[src/hw/rtl/cmcc_pkg.sv]
package cmcc_pkg;

  localparam int CODE_W = 17;
  localparam int POS_W = 15;
  localparam int LVL_W = 8;

  typedef enum logic [2:0] {
    REPLY_NONE      = 3'd0,
    REPLY_CLOSE_SET = 3'd1,
    REPLY_OPEN_SET  = 3'd2,
    REPLY_UNKNOWN   = 3'd3,
    REPLY_STATUS    = 3'd4
  } reply_t;

  localparam logic [CODE_W-1:0] CMD_CLOSE         = 17'd1000;
  localparam logic [CODE_W-1:0] CMD_OPEN          = 17'd1001;
  localparam logic [CODE_W-1:0] CMD_HEAT0         = 17'd2000;
  localparam logic [CODE_W-1:0] CMD_HEAT50        = 17'd2050;
  localparam logic [CODE_W-1:0] CMD_HEAT100       = 17'd2100;
  localparam logic [CODE_W-1:0] CMD_HEAT150       = 17'd2150;
  localparam logic [CODE_W-1:0] CMD_LIGHT_OFF     = 17'd9999;
  localparam logic [CODE_W-1:0] CMD_CAPTURE_CLOSE = 17'd100000;
  localparam logic [CODE_W-1:0] CMD_CAPTURE_OPEN  = 17'd100001;
  localparam logic [CODE_W-1:0] OPEN_SET_LO       = 17'd40000;
  localparam logic [CODE_W-1:0] OPEN_SET_HI       = 17'd67000;
  localparam logic [CODE_W-1:0] CLOSE_SET_LO      = 17'd10000;
  localparam logic [CODE_W-1:0] CLOSE_SET_HI      = 17'd12055;
  localparam logic [CODE_W-1:0] LIGHT_MIN         = 17'd1;
  localparam logic [CODE_W-1:0] LIGHT_MAX         = 17'd255;

  localparam logic [LVL_W-1:0] HEAT_0   = 8'd0;
  localparam logic [LVL_W-1:0] HEAT_50  = 8'd50;
  localparam logic [LVL_W-1:0] HEAT_100 = 8'd100;
  localparam logic [LVL_W-1:0] HEAT_150 = 8'd150;

  localparam logic [POS_W-1:0] OPEN_RESET  = 15'd27000;
  localparam logic [POS_W-1:0] CLOSE_RESET = 15'd2000;
  localparam logic [POS_W-1:0] POS_RESET   = 15'd2000;

  typedef struct packed {
    reply_t           reply;
    logic             done_res;
    logic [POS_W-1:0] close_limit;
    logic [POS_W-1:0] open_limit;
    logic [POS_W-1:0] position;
    logic [LVL_W-1:0] light_level;
    logic [LVL_W-1:0] heater_power;
  } result_t;

endpackage

[src/hw/rtl/cover_motor_command_controller_top.sv]
// a result is registered in a two-entry result buffer before the master side sees it
// throughput: one beat per cycle, set by the single-pass decode and move logic,
// while the buffer is not full; it keeps the slave side open while one result waits
// reset: synchronous rst restores limits 27000/2000, position 2000, heater and
// light off, no movement and no pending done, and empties the result buffer
module cover_motor_command_controller_top #(
  parameter int STEP_CENTIDEG = 1500
) (
  input  logic        clk,
  input  logic        rst,
  input  logic        s_axis_tvalid,
  output logic        s_axis_tready,
  input  logic [23:0] s_axis_tdata,   // command_code[16:0], zeros
  input  logic [0:0]  s_axis_tuser,   // op[0]
  output logic        m_axis_tvalid,
  input  logic        m_axis_tready,
  output logic [63:0] m_axis_tdata,   // done_res, close_limit, open_limit, position,
                                      // light_level, heater_power, zeros
  output logic [2:0]  m_axis_tuser    // reply[2:0]
);
  import cmcc_pkg::*;

  localparam logic signed [POS_W:0] STEP = (POS_W+1)'(STEP_CENTIDEG);

  logic [POS_W-1:0] open_target, open_target_next;
  logic [POS_W-1:0] close_target, close_target_next;
  logic [POS_W-1:0] cover_position, cover_position_next;
  logic [LVL_W-1:0] heater_level, heater_level_next;
  logic [LVL_W-1:0] brightness_level, brightness_level_next;
  logic             opening, opening_next;
  logic             closing, closing_next;
  logic             done_pending, done_pending_next;

  logic             in_acc, out_acc, is_tick;
  logic [CODE_W-1:0] code;
  reply_t           reply;
  result_t          res_new, res0, res1;
  logic [1:0]       cnt;

  logic signed [POS_W:0] open_gap, close_gap;

  assign in_acc  = s_axis_tvalid && s_axis_tready;
  assign out_acc = m_axis_tvalid && m_axis_tready;
  assign is_tick = s_axis_tuser[0];
  assign code    = s_axis_tdata[CODE_W-1:0];

  assign open_gap  = $signed({1'b0, open_target}) - $signed({1'b0, cover_position});
  assign close_gap = $signed({1'b0, cover_position}) - $signed({1'b0, close_target});

  always_comb begin
    open_target_next      = open_target;
    close_target_next     = close_target;
    cover_position_next   = cover_position;
    heater_level_next     = heater_level;
    brightness_level_next = brightness_level;
    opening_next          = opening;
    closing_next          = closing;
    done_pending_next     = done_pending;
    reply                 = REPLY_NONE;
    if (is_tick) begin
      reply             = REPLY_STATUS;
      done_pending_next = 1'b0;
      if (opening) begin
        if (open_gap > STEP) begin
          cover_position_next = cover_position + POS_W'(STEP_CENTIDEG);
        end else begin
          cover_position_next = open_target;
          opening_next        = 1'b0;
          done_pending_next   = 1'b1;
        end
      end else if (closing) begin
        if (close_gap > STEP) begin
          cover_position_next = cover_position - POS_W'(STEP_CENTIDEG);
        end else begin
          cover_position_next = close_target;
          closing_next        = 1'b0;
          done_pending_next   = 1'b1;
        end
      end
    end else begin
      unique case (code)
        CMD_CLOSE: begin
          opening_next = 1'b0;
          closing_next = 1'b1;
        end
        CMD_OPEN: begin
          opening_next = 1'b1;
          closing_next = 1'b0;
        end
        CMD_HEAT0:     heater_level_next = HEAT_0;
        CMD_HEAT50:    heater_level_next = HEAT_50;
        CMD_HEAT100:   heater_level_next = HEAT_100;
        CMD_HEAT150:   heater_level_next = HEAT_150;
        CMD_LIGHT_OFF: brightness_level_next = '0;
        CMD_CAPTURE_CLOSE: begin
          close_target_next = cover_position;
          reply             = REPLY_CLOSE_SET;
        end
        CMD_CAPTURE_OPEN: begin
          open_target_next = cover_position;
          reply            = REPLY_OPEN_SET;
        end
        default: begin
          priority if (code >= OPEN_SET_LO && code <= OPEN_SET_HI) begin
            open_target_next = POS_W'(code - OPEN_SET_LO);
          end else if (code >= CLOSE_SET_LO && code <= CLOSE_SET_HI) begin
            close_target_next = POS_W'(code - CLOSE_SET_LO);
          end else if (code >= LIGHT_MIN && code <= LIGHT_MAX) begin
            brightness_level_next = code[LVL_W-1:0];
          end else begin
            reply = REPLY_UNKNOWN;
          end
        end
      endcase
    end
  end

  // result shows state after a command, position before a tick's move
  always_comb begin
    res_new.reply        = reply;
    res_new.done_res     = is_tick && done_pending;
    res_new.close_limit  = close_target_next;
    res_new.open_limit   = open_target_next;
    res_new.position     = cover_position;
    res_new.light_level  = brightness_level_next;
    res_new.heater_power = heater_level_next;
  end

  always_ff @(posedge clk) begin
    if (rst) begin
      open_target      <= OPEN_RESET;
      close_target     <= CLOSE_RESET;
      cover_position   <= POS_RESET;
      heater_level     <= '0;
      brightness_level <= '0;
      opening          <= 1'b0;
      closing          <= 1'b0;
      done_pending     <= 1'b0;
    end else if (in_acc) begin
      open_target      <= open_target_next;
      close_target     <= close_target_next;
      cover_position   <= cover_position_next;
      heater_level     <= heater_level_next;
      brightness_level <= brightness_level_next;
      opening          <= opening_next;
      closing          <= closing_next;
      done_pending     <= done_pending_next;
    end
  end

  // two-entry result buffer, res0 is the head
  always_ff @(posedge clk) begin
    if (rst) begin
      cnt <= 2'd0;
    end else if (in_acc && !out_acc) begin
      cnt <= cnt + 2'd1;
    end else if (out_acc && !in_acc) begin
      cnt <= cnt - 2'd1;
    end
  end

  always_ff @(posedge clk) begin
    if (out_acc) begin
      if (in_acc && cnt == 2'd1) begin
        res0 <= res_new;
      end else begin
        res0 <= res1;
      end
      if (in_acc && cnt == 2'd2) begin
        res1 <= res_new;
      end
    end else if (in_acc) begin
      if (cnt == 2'd0) begin
        res0 <= res_new;
      end else begin
        res1 <= res_new;
      end
    end
  end

  assign s_axis_tready = (cnt != 2'd2);
  assign m_axis_tvalid = (cnt != 2'd0);
  assign m_axis_tuser  = res0.reply;
  assign m_axis_tdata  = {2'b00, res0.heater_power, res0.light_level, res0.position,
                          res0.open_limit, res0.close_limit, res0.done_res};

  a_cnt_range: assert property (@(posedge clk) disable iff (rst) cnt != 2'd3)
    else $error("result buffer count out of range");

  a_one_direction: assert property (@(posedge clk) disable iff (rst) !(opening && closing))
    else $error("cover moving both ways");

  a_push_shows: assert property (@(posedge clk) disable iff (rst)
    in_acc && cnt == 2'd0 |=> m_axis_tvalid)
    else $error("accepted beat did not produce a result");

endmodule
[config.mk]
export PLATFORM = sky130hd
export DESIGN_NAME = cover_motor_command_controller_top
export DESIGN_NICKNAME = d
export VERILOG_FILES = /design/src/hw/rtl/cmcc_pkg.sv /design/src/hw/rtl/cover_motor_command_controller_top.sv
export SDC_FILE = /design/constraint.sdc
export NUM_CORES = 1
export LEC_CHECK = 0
export BUFFER_PORTS_ARGS = -buffer_cell sky130_fd_sc_hd__buf_2
export CAP_MARGIN = 20
export CORE_UTILIZATION = 55
export DETAILED_ROUTE_END_ITERATION = 6
export HOLD_SLACK_MARGIN = 0.06
export PLACE_DENSITY = 0.74
export SLEW_MARGIN = 20
export SYNTH_ARGS = -nofsm -noshare
export SYNTH_HDL_FRONTEND = slang
export SYNTH_SLANG_ARGS = --single-unit
[constraint.sdc]
create_clock -name clk -period 9.45 [get_ports clk]
set_clock_uncertainty 0.2 [all_clocks]
set_input_delay 0.945 -clock clk [delete_from_list [all_inputs] [get_ports clk]]
set_output_delay 0.945 -clock clk [all_outputs]
set_load 0.005 [all_outputs]
==> metrics.cfg, run 1 <==
[setup_path]
cp_max_fo=11
r2r_setup_slack_ns=4.68
regToRegEndpoint=cover_position[7]
r2r_start=cover_position[6]
rr_worst_depth=12
end_kind=register
cp-start-kind=register
worstPathArrival_ns=4.86
crit_type=reg2reg
required_ns=9.54

[logic_synthesis]
yosys.area.top_type_share_pct=34.56
netlist_area_sq_um=11300
ys_seq_area_share_pct=46.25
yosysUniqueCellTypes=88
yosys-top-cells-area=edfxtp_1, dfxtp_1, ha_1
syn_area_per_cell_sq_um=9.454
async_flop_share_pct=0
ys.flop_type=edfxtp_1
synth_enable_flop_cells=130
yosys_warnings=0
synth_seq_cells=196
synth_top_area_cell=edfxtp_1
synthCells=1195

[floorplanning]
die_area_sq_um=21120
io_pins=98
die_w_um=145.3
coreArea_sq_um=20170
num_rows=52
start_util_pct=56.01
die-height_um=145.3

[layout]
final_nets=1315
areaGrowthSynthToFinish_pct=10.11
fillerInstances=1747
drive_gt1_share_pct=14.07
diodes=0

[clock_network]
postCtsSetupRepairBufs=0
cts-htree-levels=4
insertion_delay_ns=0.45
clock-root-buffer=clkbuf_16
cts_tree=built
cts_hold_buf=0
cts_made_buffers=17
cts_resized=0
clkSinkCount=196
clockBufferDepth=2
clk_pin_slew_ns=0.09

[timing]
slew_viol_final=0
rsz0062_at_grt=no
whs_ns=0.2614
clock.fmax_mhz=209.5
period_share_pct=50.52
fin_tns_setup_ns=0
period_needed_ns=4.774
max-slew-margin-rel_pct=26.03
timing.final.ws_setup_ns=4.676
finalHoldViolCount=0
worstMarginPinSlew_ns=1.105
setup_violations=0

[power]
power_per_cell_area_nw_per_um2=248.4
p_comb_share_pct=33.4
seqPwrFrac_pct=41.8
ir_drop_mv=0.1421
p_int_mw=1.961
p_sw_mw=1.128
clockPowerShare_pct=24.9
p_leak_nw=4.870
switching_share_pct=36.52

[worst_hold_path]
worstHoldStart=heater_level[5]
hold_depth=2
hold_path.class=reg2reg
hold_end=heater_level[5]

[global_route]
grt_pass1_wl_um=47800
grt_usage_pct=28.95
grt_start_max_net_pins=66
overflow=0
first_global_vias=8662
antenna_found_initial=0

[outcome]
status=finished clean

[routing]
drt-vias-per-instance=6.274
drtPass1Iterations=6
first_iter_violations=1123
antenna_left=0
num_vias=9543
routed_wl_um=30310
wl_per_cell_um=19.93
drc=0

[place]
gp_congestion=0.9602
hpwl_um=21580
io_buffers=88
pre_cts_ws_ns=4.601

[flow_run]
maxCapViolations=0

==> state kept, by name (all words and copies together), names as in the netlist <==
signal / cells
opening: 1
close_target: 15
m_axis_tuser: 3
cnt: 2
brightness_level: 8
cover_position: 15
m_axis_tdata: 62
done_pending: 1
closing: 1
open_target: 15
res1: 65
heater_level: 8
==> area by class of cell <==
type                       count  area [sq um]  share of cell area (%)
multi-input combinational    850          5445                   43.77
sequential                   196          5225                   42.00
timing repair buffer          99         523.0                   4.204
clock buffer                  17         425.4                   3.420
tap                          270         337.8                   2.716
inverter                      74         277.8                   2.233
clock inverter                15         205.2                   1.650
==> Yosys cell counts (4+ instances only) <==
library cell and n:
mux2i_1 17, nand4_1 8, a21boi_0 4, a221oi_1 13, xnor2_1 32, o21ai_0 60, dfxtp_1 66, buf_6 4
mux2_2 15, or2_2 6, nand3_1 27, a211oi_1 22, o22ai_1 4, o31ai_1 6, nand2_1 93, o211ai_1 30
inv_1 73, edfxtp_1 130, nor2b_1 5, a21o_1 16, nor4_1 13, a222oi_1 6, and3_1 7, a22oi_1 16
or3_1 7, or4_1 4, and2_1 8, a22o_1 13, o21a_1 4, xor2_1 8, o31a_1 4, a21oi_1 97
buf_4 4, a31oi_1 5, nor2_1 152, a221o_1 4, buf_2 10, ha_1 46, nand2b_1 6, nor3_1 26
clkbuf_1 49
==> through the flow <==
step | utilization (%) | instance area [sq um] | power, mW | std cells
after global placement | 58.52 | 11800 | 2.293 | 1489
after global routing | 61.67 | 12440 | 3.248 | 1521
final | 61.67 | 12440 | 3.090 | 1521
after CTS | 61.65 | 12430 | 3.080 | 1521
after floorplan | - | 11300 | 2.010 | 1196
after detailed placement | 58.52 | 11800 | 2.323 | 1489
==> power by group through the flow <==
stage,registers (mW),logic [mW],clock network (mW)
floorplan,1.33,0.680,0
global placement,1.30,0.992,0
detailed placement,1.31,1.01,0
CTS,1.29,1.02,0.767
global route,1.31,1.14,0.804
finish,1.29,1.03,0.768
==> cell families after synthesis <==
| family | after synthesis | share of synthesized area (%) |
|---|---|---|
| simple gates | 381 | 15.48 |
| compound gates | 347 | 20.83 |
| flops | 196 | 46.25 |
| buf+inv | 150 | 5.848 |
| fa+ha+maj | 48 | 5.449 |
| xor+xnor | 40 | 3.101 |
| mux | 32 | 3.001 |
| other cells | 1 | 0.03319 |
==> worst max-delay path by stage <==
stage | start | endpoint | slack [ns]
2_1_floorplan | s_axis_tvalid | res1[0] | 2.62
3_3_place_gp | s_axis_tdata[6] | m_axis_tdata[11] | 4.60
3_5_place_dp | s_axis_tdata[6] | m_axis_tdata[11] | 4.60
4_1_cts | cover_position[6] | cover_position[7] | 4.75
5_1_grt | cover_position[6] | cover_position[7] | 4.21
6_report | cover_position[6] | cover_position[7] | 4.68
==> critical path, stage by stage, from the launching register on <==
cell and delay (ns):
dfxtp_1 0.66, inv_1 0.28, ha_1 0.42, or3_1 0.35
a221o_1 0.34, o211ai_2 0.12, o211ai_1 0.18, nor4_1 0.38
nand3_1 0.19, a41oi_1 0.78, nor2_1 0.29, o31ai_1 0.30
a32oi_1 0.12
==> cell usage in the layout (no fill, tap or decap), types with 8 or more instances in the layout <==
cell type,n
nor2_1,152
a21oi_1,95
and2_1,8
mux2_2,15
a22oi_1,16
nand3_1,27
nand2_1,93
a221oi_1,13
buf_2,88
a22o_1,13
o211ai_1,30
ha_1,46
nor4_1,13
nand4_1,8
dfxtp_1,66
a21o_1,15
xnor2_1,32
xor2_1,8
mux2i_1,17
o21ai_0,59
inv_1,73
edfxtp_1,130
nor3_1,25
a211oi_1,22
clkbuf_16,17
buf_4,11
==> per-layer routing <==
layer,routed length (um),global-route usage [%]
met5,0,0
met4,871,10.11
met3,2623,4.340
met2,13220,42.62
met1,13600,43.36
Power figures use the tool's default switching activity.
==> run 2, diff against run 1 <==
--- a/config.mk
+++ b/config.mk
@@ -5,12 +5,13 @@
 export SDC_FILE = /design/constraint.sdc
 export NUM_CORES = 1
 export LEC_CHECK = 0
+export ABC_AREA = 1
 export BUFFER_PORTS_ARGS = -buffer_cell sky130_fd_sc_hd__buf_2
 export CAP_MARGIN = 20
 export CORE_UTILIZATION = 55
 export DETAILED_ROUTE_END_ITERATION = 6
 export HOLD_SLACK_MARGIN = 0.06
-export PLACE_DENSITY = 0.74
+export PLACE_DENSITY = 0.77
 export SLEW_MARGIN = 20
 export SYNTH_ARGS = -nofsm -noshare
 export SYNTH_HDL_FRONTEND = slang
==> constraint.sdc (replaced) <==
create_clock -name clk -period 4.3 [get_ports clk]
set_clock_uncertainty 0.2 [all_clocks]
set_input_delay 0.43 -clock clk [delete_from_list [all_inputs] [get_ports clk]]
set_output_delay 0.43 -clock clk [all_outputs]
set_load 0.005 [all_outputs]
==> run 2 against run 1 <==
  * Wire length grew 21%
  * Clock power grew 100%
  * Critical path depth up 6
  * Flip-flop and latch count stayed put
  * Count of clock-buffer cells in the layout unchanged
  * First-iteration DRC count is 45% higher
  * Setup slack got worse by 3.7 ns
  * Die area up 11%
  * Largest power group unchanged
  * Power increased by 130%
==> metrics.cfg, run 2 <==
[timing]
period_needed_ns=3.372
finalHoldViolCount=0
fin_tns_setup_ns=0
max-slew-margin-rel_pct=27.22
period_share_pct=78.43
setup_violations=0
clock.fmax_mhz=296.5
rsz0062_at_grt=no
slew_viol_final=0
worstMarginPinSlew_ns=1.090

[floorplanning]
die_w_um=153.4
coreArea_sq_um=22570
die_area_sq_um=23540
io_pins=98
num_rows=55
start_util_pct=55.88
die-height_um=153.4

[global_route]
first_global_vias=10606
overflow=0
grt_usage_pct=31.56
grt_pass1_wl_um=57770
grt_start_max_net_pins=66
antenna_found_initial=0

[routing]
detailroute.wirelength.met3_um=4150
topRoutingLayerUsed=met4
num_vias=11948
wl_met2_um=15830
routed_wl_um=36820
wl_per_cell_um=17.72
antenna_left=0
met1_length_um=15730
first_iter_violations=1631
drt-vias-per-instance=5.750
drc=0
drtPass1Iterations=5

[power]
power_per_cell_area_nw_per_um2=512.3
clockPowerShare_pct=21.9
seqPwrFrac_pct=41.0
p_sw_mw=2.747
p_int_mw=4.319
switching_share_pct=38.88
ir_drop_mv=0.2873
p_comb_share_pct=37.1
p_leak_nw=6.521

[place]
hpwl_um=26470
io_buffers=88
post_dp_cell_area_sq_um=13230
gp_congestion=0.9393

[setup_path]
cp-start-kind=register
rr_worst_depth=18
crit_family=simple AND/OR/NAND/NOR gates
r2r_start=cover_position[0]
crit_slowest_cell=fa_1
end_kind=register
required_ns=4.43
crit_type=reg2reg
cpMostUsedCell=nand2_1
cpPeakStageDelay_ns=0.41
path_cells=inv_1 -> ha_1 -> inv_1 -> fa_1 -> nand2_1 -> o21ai_0 -> nor2_1 -> nand3_1 -> o21ai_0 -> nand3_1 -> nand2_1 -> nand2_1 -> nand2_2 -> nand2_2 -> nand3_1 -> nand2_1 -> nor2_1 -> nor2_1
regToRegEndpoint=cover_position[1]
worstPathArrival_ns=3.50
critPathBufInv=2
r2r_setup_slack_ns=0.93
cp_max_fo=16

[clock_network]
cts-htree-levels=4
cts_made_buffers=17
clkSinkCount=196
cts_hold_buf=0
clock-root-buffer=clkbuf_16
insertion_delay_ns=0.44
postCtsSetupRepairBufs=0
clockBufferDepth=2
cts_resized=0
clk_pin_slew_ns=0.07
cts_tree=built

[logic_synthesis]
synthCells=1726
synth_seq_cells=196
yosys-top-cells-area=edfxtp_1, nand2_1, dfxtp_1
yosys.area.top_type_share_pct=30.95
syn_area_per_cell_sq_um=7.307
netlist_area_sq_um=12610
synth_most_common_cell=nand2_1
ys_seq_area_share_pct=41.43
synthTopCellsByCount=nand2_1, inv_1, nand3_1
synth_top_area_cell=edfxtp_1
ys.flop_type=edfxtp_1
synth_enable_flop_cells=130
async_flop_share_pct=0
yosys_warnings=0
yosysUniqueCellTypes=49

[layout]
areaGrowthSynthToFinish_pct=9.355
final_common_cell=nand2_1
largest-register=res1
final_nets=1858
layout_common_cells=nand2_1, inv_1, nand3_1, edfxtp_1, nor2_1
largest_reg_flops=65
design_area_sq_um=13790
drive_gt1_share_pct=11.43
diodes=0

[outcome]
status=finished clean

[worst_hold_path]
hold_path.class=reg2reg
worstHoldStart=heater_level[3]
hold_end=heater_level[3]
hold_depth=2

[flow_run]
maxCapViolations=0

## run 2: changes by cell type in the layout (fill, tap and decap cells not counted), moves of 23 or more
cell     previous run  this run
nand2_1            93       563
o21ai_1             1        34
o21ai_0            59        96
nand3_1            27       150
xnor2_1            32         9
nor2_1            152       112
inv_1              73       170
## run 2: worst max-delay path by stage
stage | slack [ns] | to | from | cells after the start
after CTS | 1.03 | cover_position[1] | cover_position[6] | 17
after floorplan | 0.80 | res1[0] | cnt[0] | 7
final | 0.93 | cover_position[1] | cover_position[0] | 18
after detailed placement | 0.83 | m_axis_tdata[30] | s_axis_tdata[7] | 17
after global routing | 0.66 | cover_position[7] | cover_position[6] | 19
after global placement | 0.81 | m_axis_tdata[30] | s_axis_tdata[7] | 17
## run 2: logic make-up (layout without fill, tap and decap cells)
family | after synthesis | count (layout) | synth area share (%)
other | 1 | 2 | 0.02973
buffers and inverters | 262 | 328 | 8.532
DFF | 196 | 196 | 41.43
adders and majority gates | 48 | 48 | 4.881
AOI/OAI and AO/OA | 264 | 264 | 11.49
xor gates and xnor gates | 36 | 36 | 2.500
and+or+nand+nor | 919 | 919 | 31.14
## run 2: stage by stage
step                      setup WS (ns)  total power, mW  cells  utilization, %  hold WS [ns]
after floorplan                  0.8022            4.618   1727               -        0.2289
after global placement           0.8076            5.424   2047           58.60        0.2427
after detailed placement         0.8266            5.505   2047           58.60        0.2461
after CTS                         1.032            7.043   2078           61.10        0.2532
after global routing             0.6598            7.498   2078           61.10        0.2777
final                            0.9277            7.065   2078           61.10        0.2662
## run 2: area by class of cell
type | instances | area, sq um
fill | 2085 | 8780
sequential | 196 | 5225
tap | 285 | 356.6
timing repair buffer | 110 | 605.6
multi-input combinational | 1269 | 6337
clock buffer | 17 | 425.4
inverter | 187 | 701.9
clock inverter | 14 | 140.1
## run 2: routing by layer
layer	vias to the layer above	GRT usage, %
li1	5773	-
met5	-	0
met1	5387	45.37
met4	0	11.38
met2	696	47.47
met3	92	5.727
## run 2: worst register-to-register path, cell delays in order, from the launching register on
cell     delay, ns
dfxtp_1       0.39
inv_1         0.24
ha_1          0.19
inv_1         0.07
fa_1          0.41
nand2_1       0.10
o21ai_0       0.08
nor2_1        0.10
nand3_1       0.08
o21ai_0       0.18
nand3_1       0.11
nand2_1       0.07
nand2_1       0.06
nand2_2       0.28
nand2_2       0.30
nand3_1       0.15
nand2_1       0.08
nor2_1        0.11
nor2_1        0.07
## run 2: power by group through the flow
stage	logic, mW	clock network [mW]	registers (mW)
detailed placement	2.58	0	2.93
global route	2.93	1.63	2.93
finish	2.62	1.55	2.89
CTS	2.59	1.56	2.89
global placement	2.52	0	2.90
floorplan	1.69	0	2.92
==> run 3, diff against run 2 <==
--- a/config.mk
+++ b/config.mk
@@ -5,7 +5,7 @@
 export SDC_FILE = /design/constraint.sdc
 export NUM_CORES = 1
 export LEC_CHECK = 0
-export ABC_AREA = 1
+export ABC_AREA = 0
 export BUFFER_PORTS_ARGS = -buffer_cell sky130_fd_sc_hd__buf_2
 export CAP_MARGIN = 20
 export CORE_UTILIZATION = 55
==> constraint.sdc (replaced) <==
create_clock -name clk -period 2.8 [get_ports clk]
set_clock_uncertainty 0.2 [all_clocks]
set_input_delay 0.28 -clock clk [delete_from_list [all_inputs] [get_ports clk]]
set_output_delay 0.28 -clock clk [all_outputs]
set_load 0.005 [all_outputs]
==> run 3 against run 2 <==
  * Via count fell by 6.9%
  * Setup slack got worse by 1.8 ns
  * Global-route usage rose by 2.4 points
  * Non-clock buffer count rose by 274
  * Flip-flop and latch count did not move
  * Die area fell by 10%
  * Wire length rose by 0.36%
  * The flow now finishes with violations (design-rule violations, negative setup slack)
  * Power rose by 68%
  * Combinational power rose by 87%
  * Count of clock-buffer cells in the layout did not move
==> metrics.cfg, run 3 (synthesis gave the netlist of run 1 again) <==
[clock_network]
cts-htree-levels=4
clkSinkCount=196
cts_tree=built
cts_made_buffers=17
clock-root-buffer=clkbuf_16
clockBufferDepth=2
insertion_delay_ns=0.46
clk_pin_slew_ns=0.10

[setup_path]
worstPathArrival_ns=3.78
required_ns=2.92
crit_type=reg2reg
cp_max_fo=11
cp-start-kind=register
cpMostUsedCell=inv_2
path_cells=inv_2 -> ha_4 -> inv_2 -> fa_2 -> a21o_1 -> a221o_1 -> o211ai_2 -> o211ai_1 -> nor4_2 -> and3_4 -> o31a_2 -> nor3_2 -> a311oi_2 -> o22ai_1
crit_slowest_cell=o31a_2
critPathBufInv=2
end_kind=register
r2r_setup_slack_ns=-0.86
cpPeakStageDelay_ns=0.37
crit_family=compound AO/OA/AOI/OAI gates

[routing]
antenna_left=0
num_vias=11124
drc=26
routed_wl_um=36950
wl_per_cell_um=20.46
first_iter_violations=1196
drtPass1Iterations=7
drt-vias-per-instance=6.159

[global_route]
overflow=0
grt_usage_pct=33.94
grt_pass1_wl_um=55480
antenna_found_initial=0
first_global_vias=10231
grt_start_max_net_pins=63

[timing]
clock.fmax_mhz=272.9
finalHoldViolCount=0
slew_viol_final=0
fin_tns_setup_ns=-13.02
worstMarginPinSlew_ns=0.7372
rsz0062_at_grt=yes
period_share_pct=130.9
timing.final.ws_setup_ns=-0.8642
setup_violations=18
period_needed_ns=3.664
max-slew-margin-rel_pct=50.67

[floorplanning]
die_w_um=145.3
start_util_pct=56.01
die-height_um=145.3
coreArea_sq_um=20170
io_pins=98
num_rows=52
die_area_sq_um=21120

[layout]
final_nets=1600
diodes=0
drive_gt1_share_pct=35.87
design_area_sq_um=15260
largest_reg_flops=65
fillerInstances=1395
multi_input_area_sq_um=5924
largest-register=res1
areaGrowthSynthToFinish_pct=35.04
layout_common_cells=buf_4, nor2_1, edfxtp_1, nand2_1, buf_2
final_common_cell=buf_4
regArea_sq_um=5238

[place]
hpwl_um=26620
gp_congestion=0.9547
io_buffers=88
post_dp_cell_area_sq_um=14080

[power]
p_leak_nw=6.388
ir_drop_mv=0.5111
power_per_cell_area_nw_per_um2=778.7

[flow_run]
maxCapViolations=0

[worst_hold_path]
hold_path.class=in2reg

[outcome]
violations=design-rule violations, negative setup slack
status=finished, violations left

run 3: power by group:
group / switching, mW / total (mW) / internal (mW) / leakage [nW]
sequential: 0.254 / 4.28 / 4.03 / 1.76
clock: 1.41 / 2.71 / 1.29 / 0.319
combinational: 2.68 / 4.89 / 2.21 / 4.31
run 3: layout make-up:
class	count	area share [%]
repair buffers	384	18.42
multi-input cells	850	38.83
well taps	270	2.214
clock buffers	17	2.788
clock inverters	15	1.525
inverters	74	1.886
flip-flops and latches	196	34.33
run 3: per-layer routing:
metal | part of all wire, % | vias to the layer above | GRT usage, %
met2 | 44 | 740 | 51.61
met3 | 11 | 148 | 6.572
met5 | 0 | - | 0
li1 | - | 5051 | -
met4 | 5.1 | 0 | 17.63
met1 | 40 | 5185 | 46.19
run 3: metrics by stage:
step	hold WS (ns)	cells	setup WS [ns]	total power [mW]	utilization, %
after detailed placement	0.2454	1747	-0.7645	8.831	69.83
final	0.08387	1806	-0.8642	11.88	75.64
after CTS	0.06094	1786	-0.7426	11.60	73.63
after global placement	0.2355	1747	-0.6647	8.697	69.83
after floorplan	0.1789	1196	-0.5687	6.856	-
after global routing	0.08234	1806	-1.009	12.41	75.64
run 3: path summary, 6_finish.rpt:
check / startpoint / endpoint / cells after the start
max reg2reg: open_target[0] / cover_position[9] / 14
min reg2reg: heater_level[4] / heater_level[4] / 2
max: open_target[0] / cover_position[9] / 14
min: s_axis_tdata[3] / brightness_level[3] / 4
run 3: timing repair:
action / 4_1_cts / 5_1_grt
endpoints found under the setup margin: 20 / 72
gates cloned: 1 / 0
buffers inserted: 4 / 21
hold buffers: 2 / 0
hold endpoints to repair: 2 / 0
pin swaps: 6 / 45
gates resized for setup: 12 / 60
run 3: worst min-delay path, cell delays in order:
cell     delay [ns]
buf_2          0.15
buf_4          0.14
a22oi_1        0.07
nor2_1         0.07
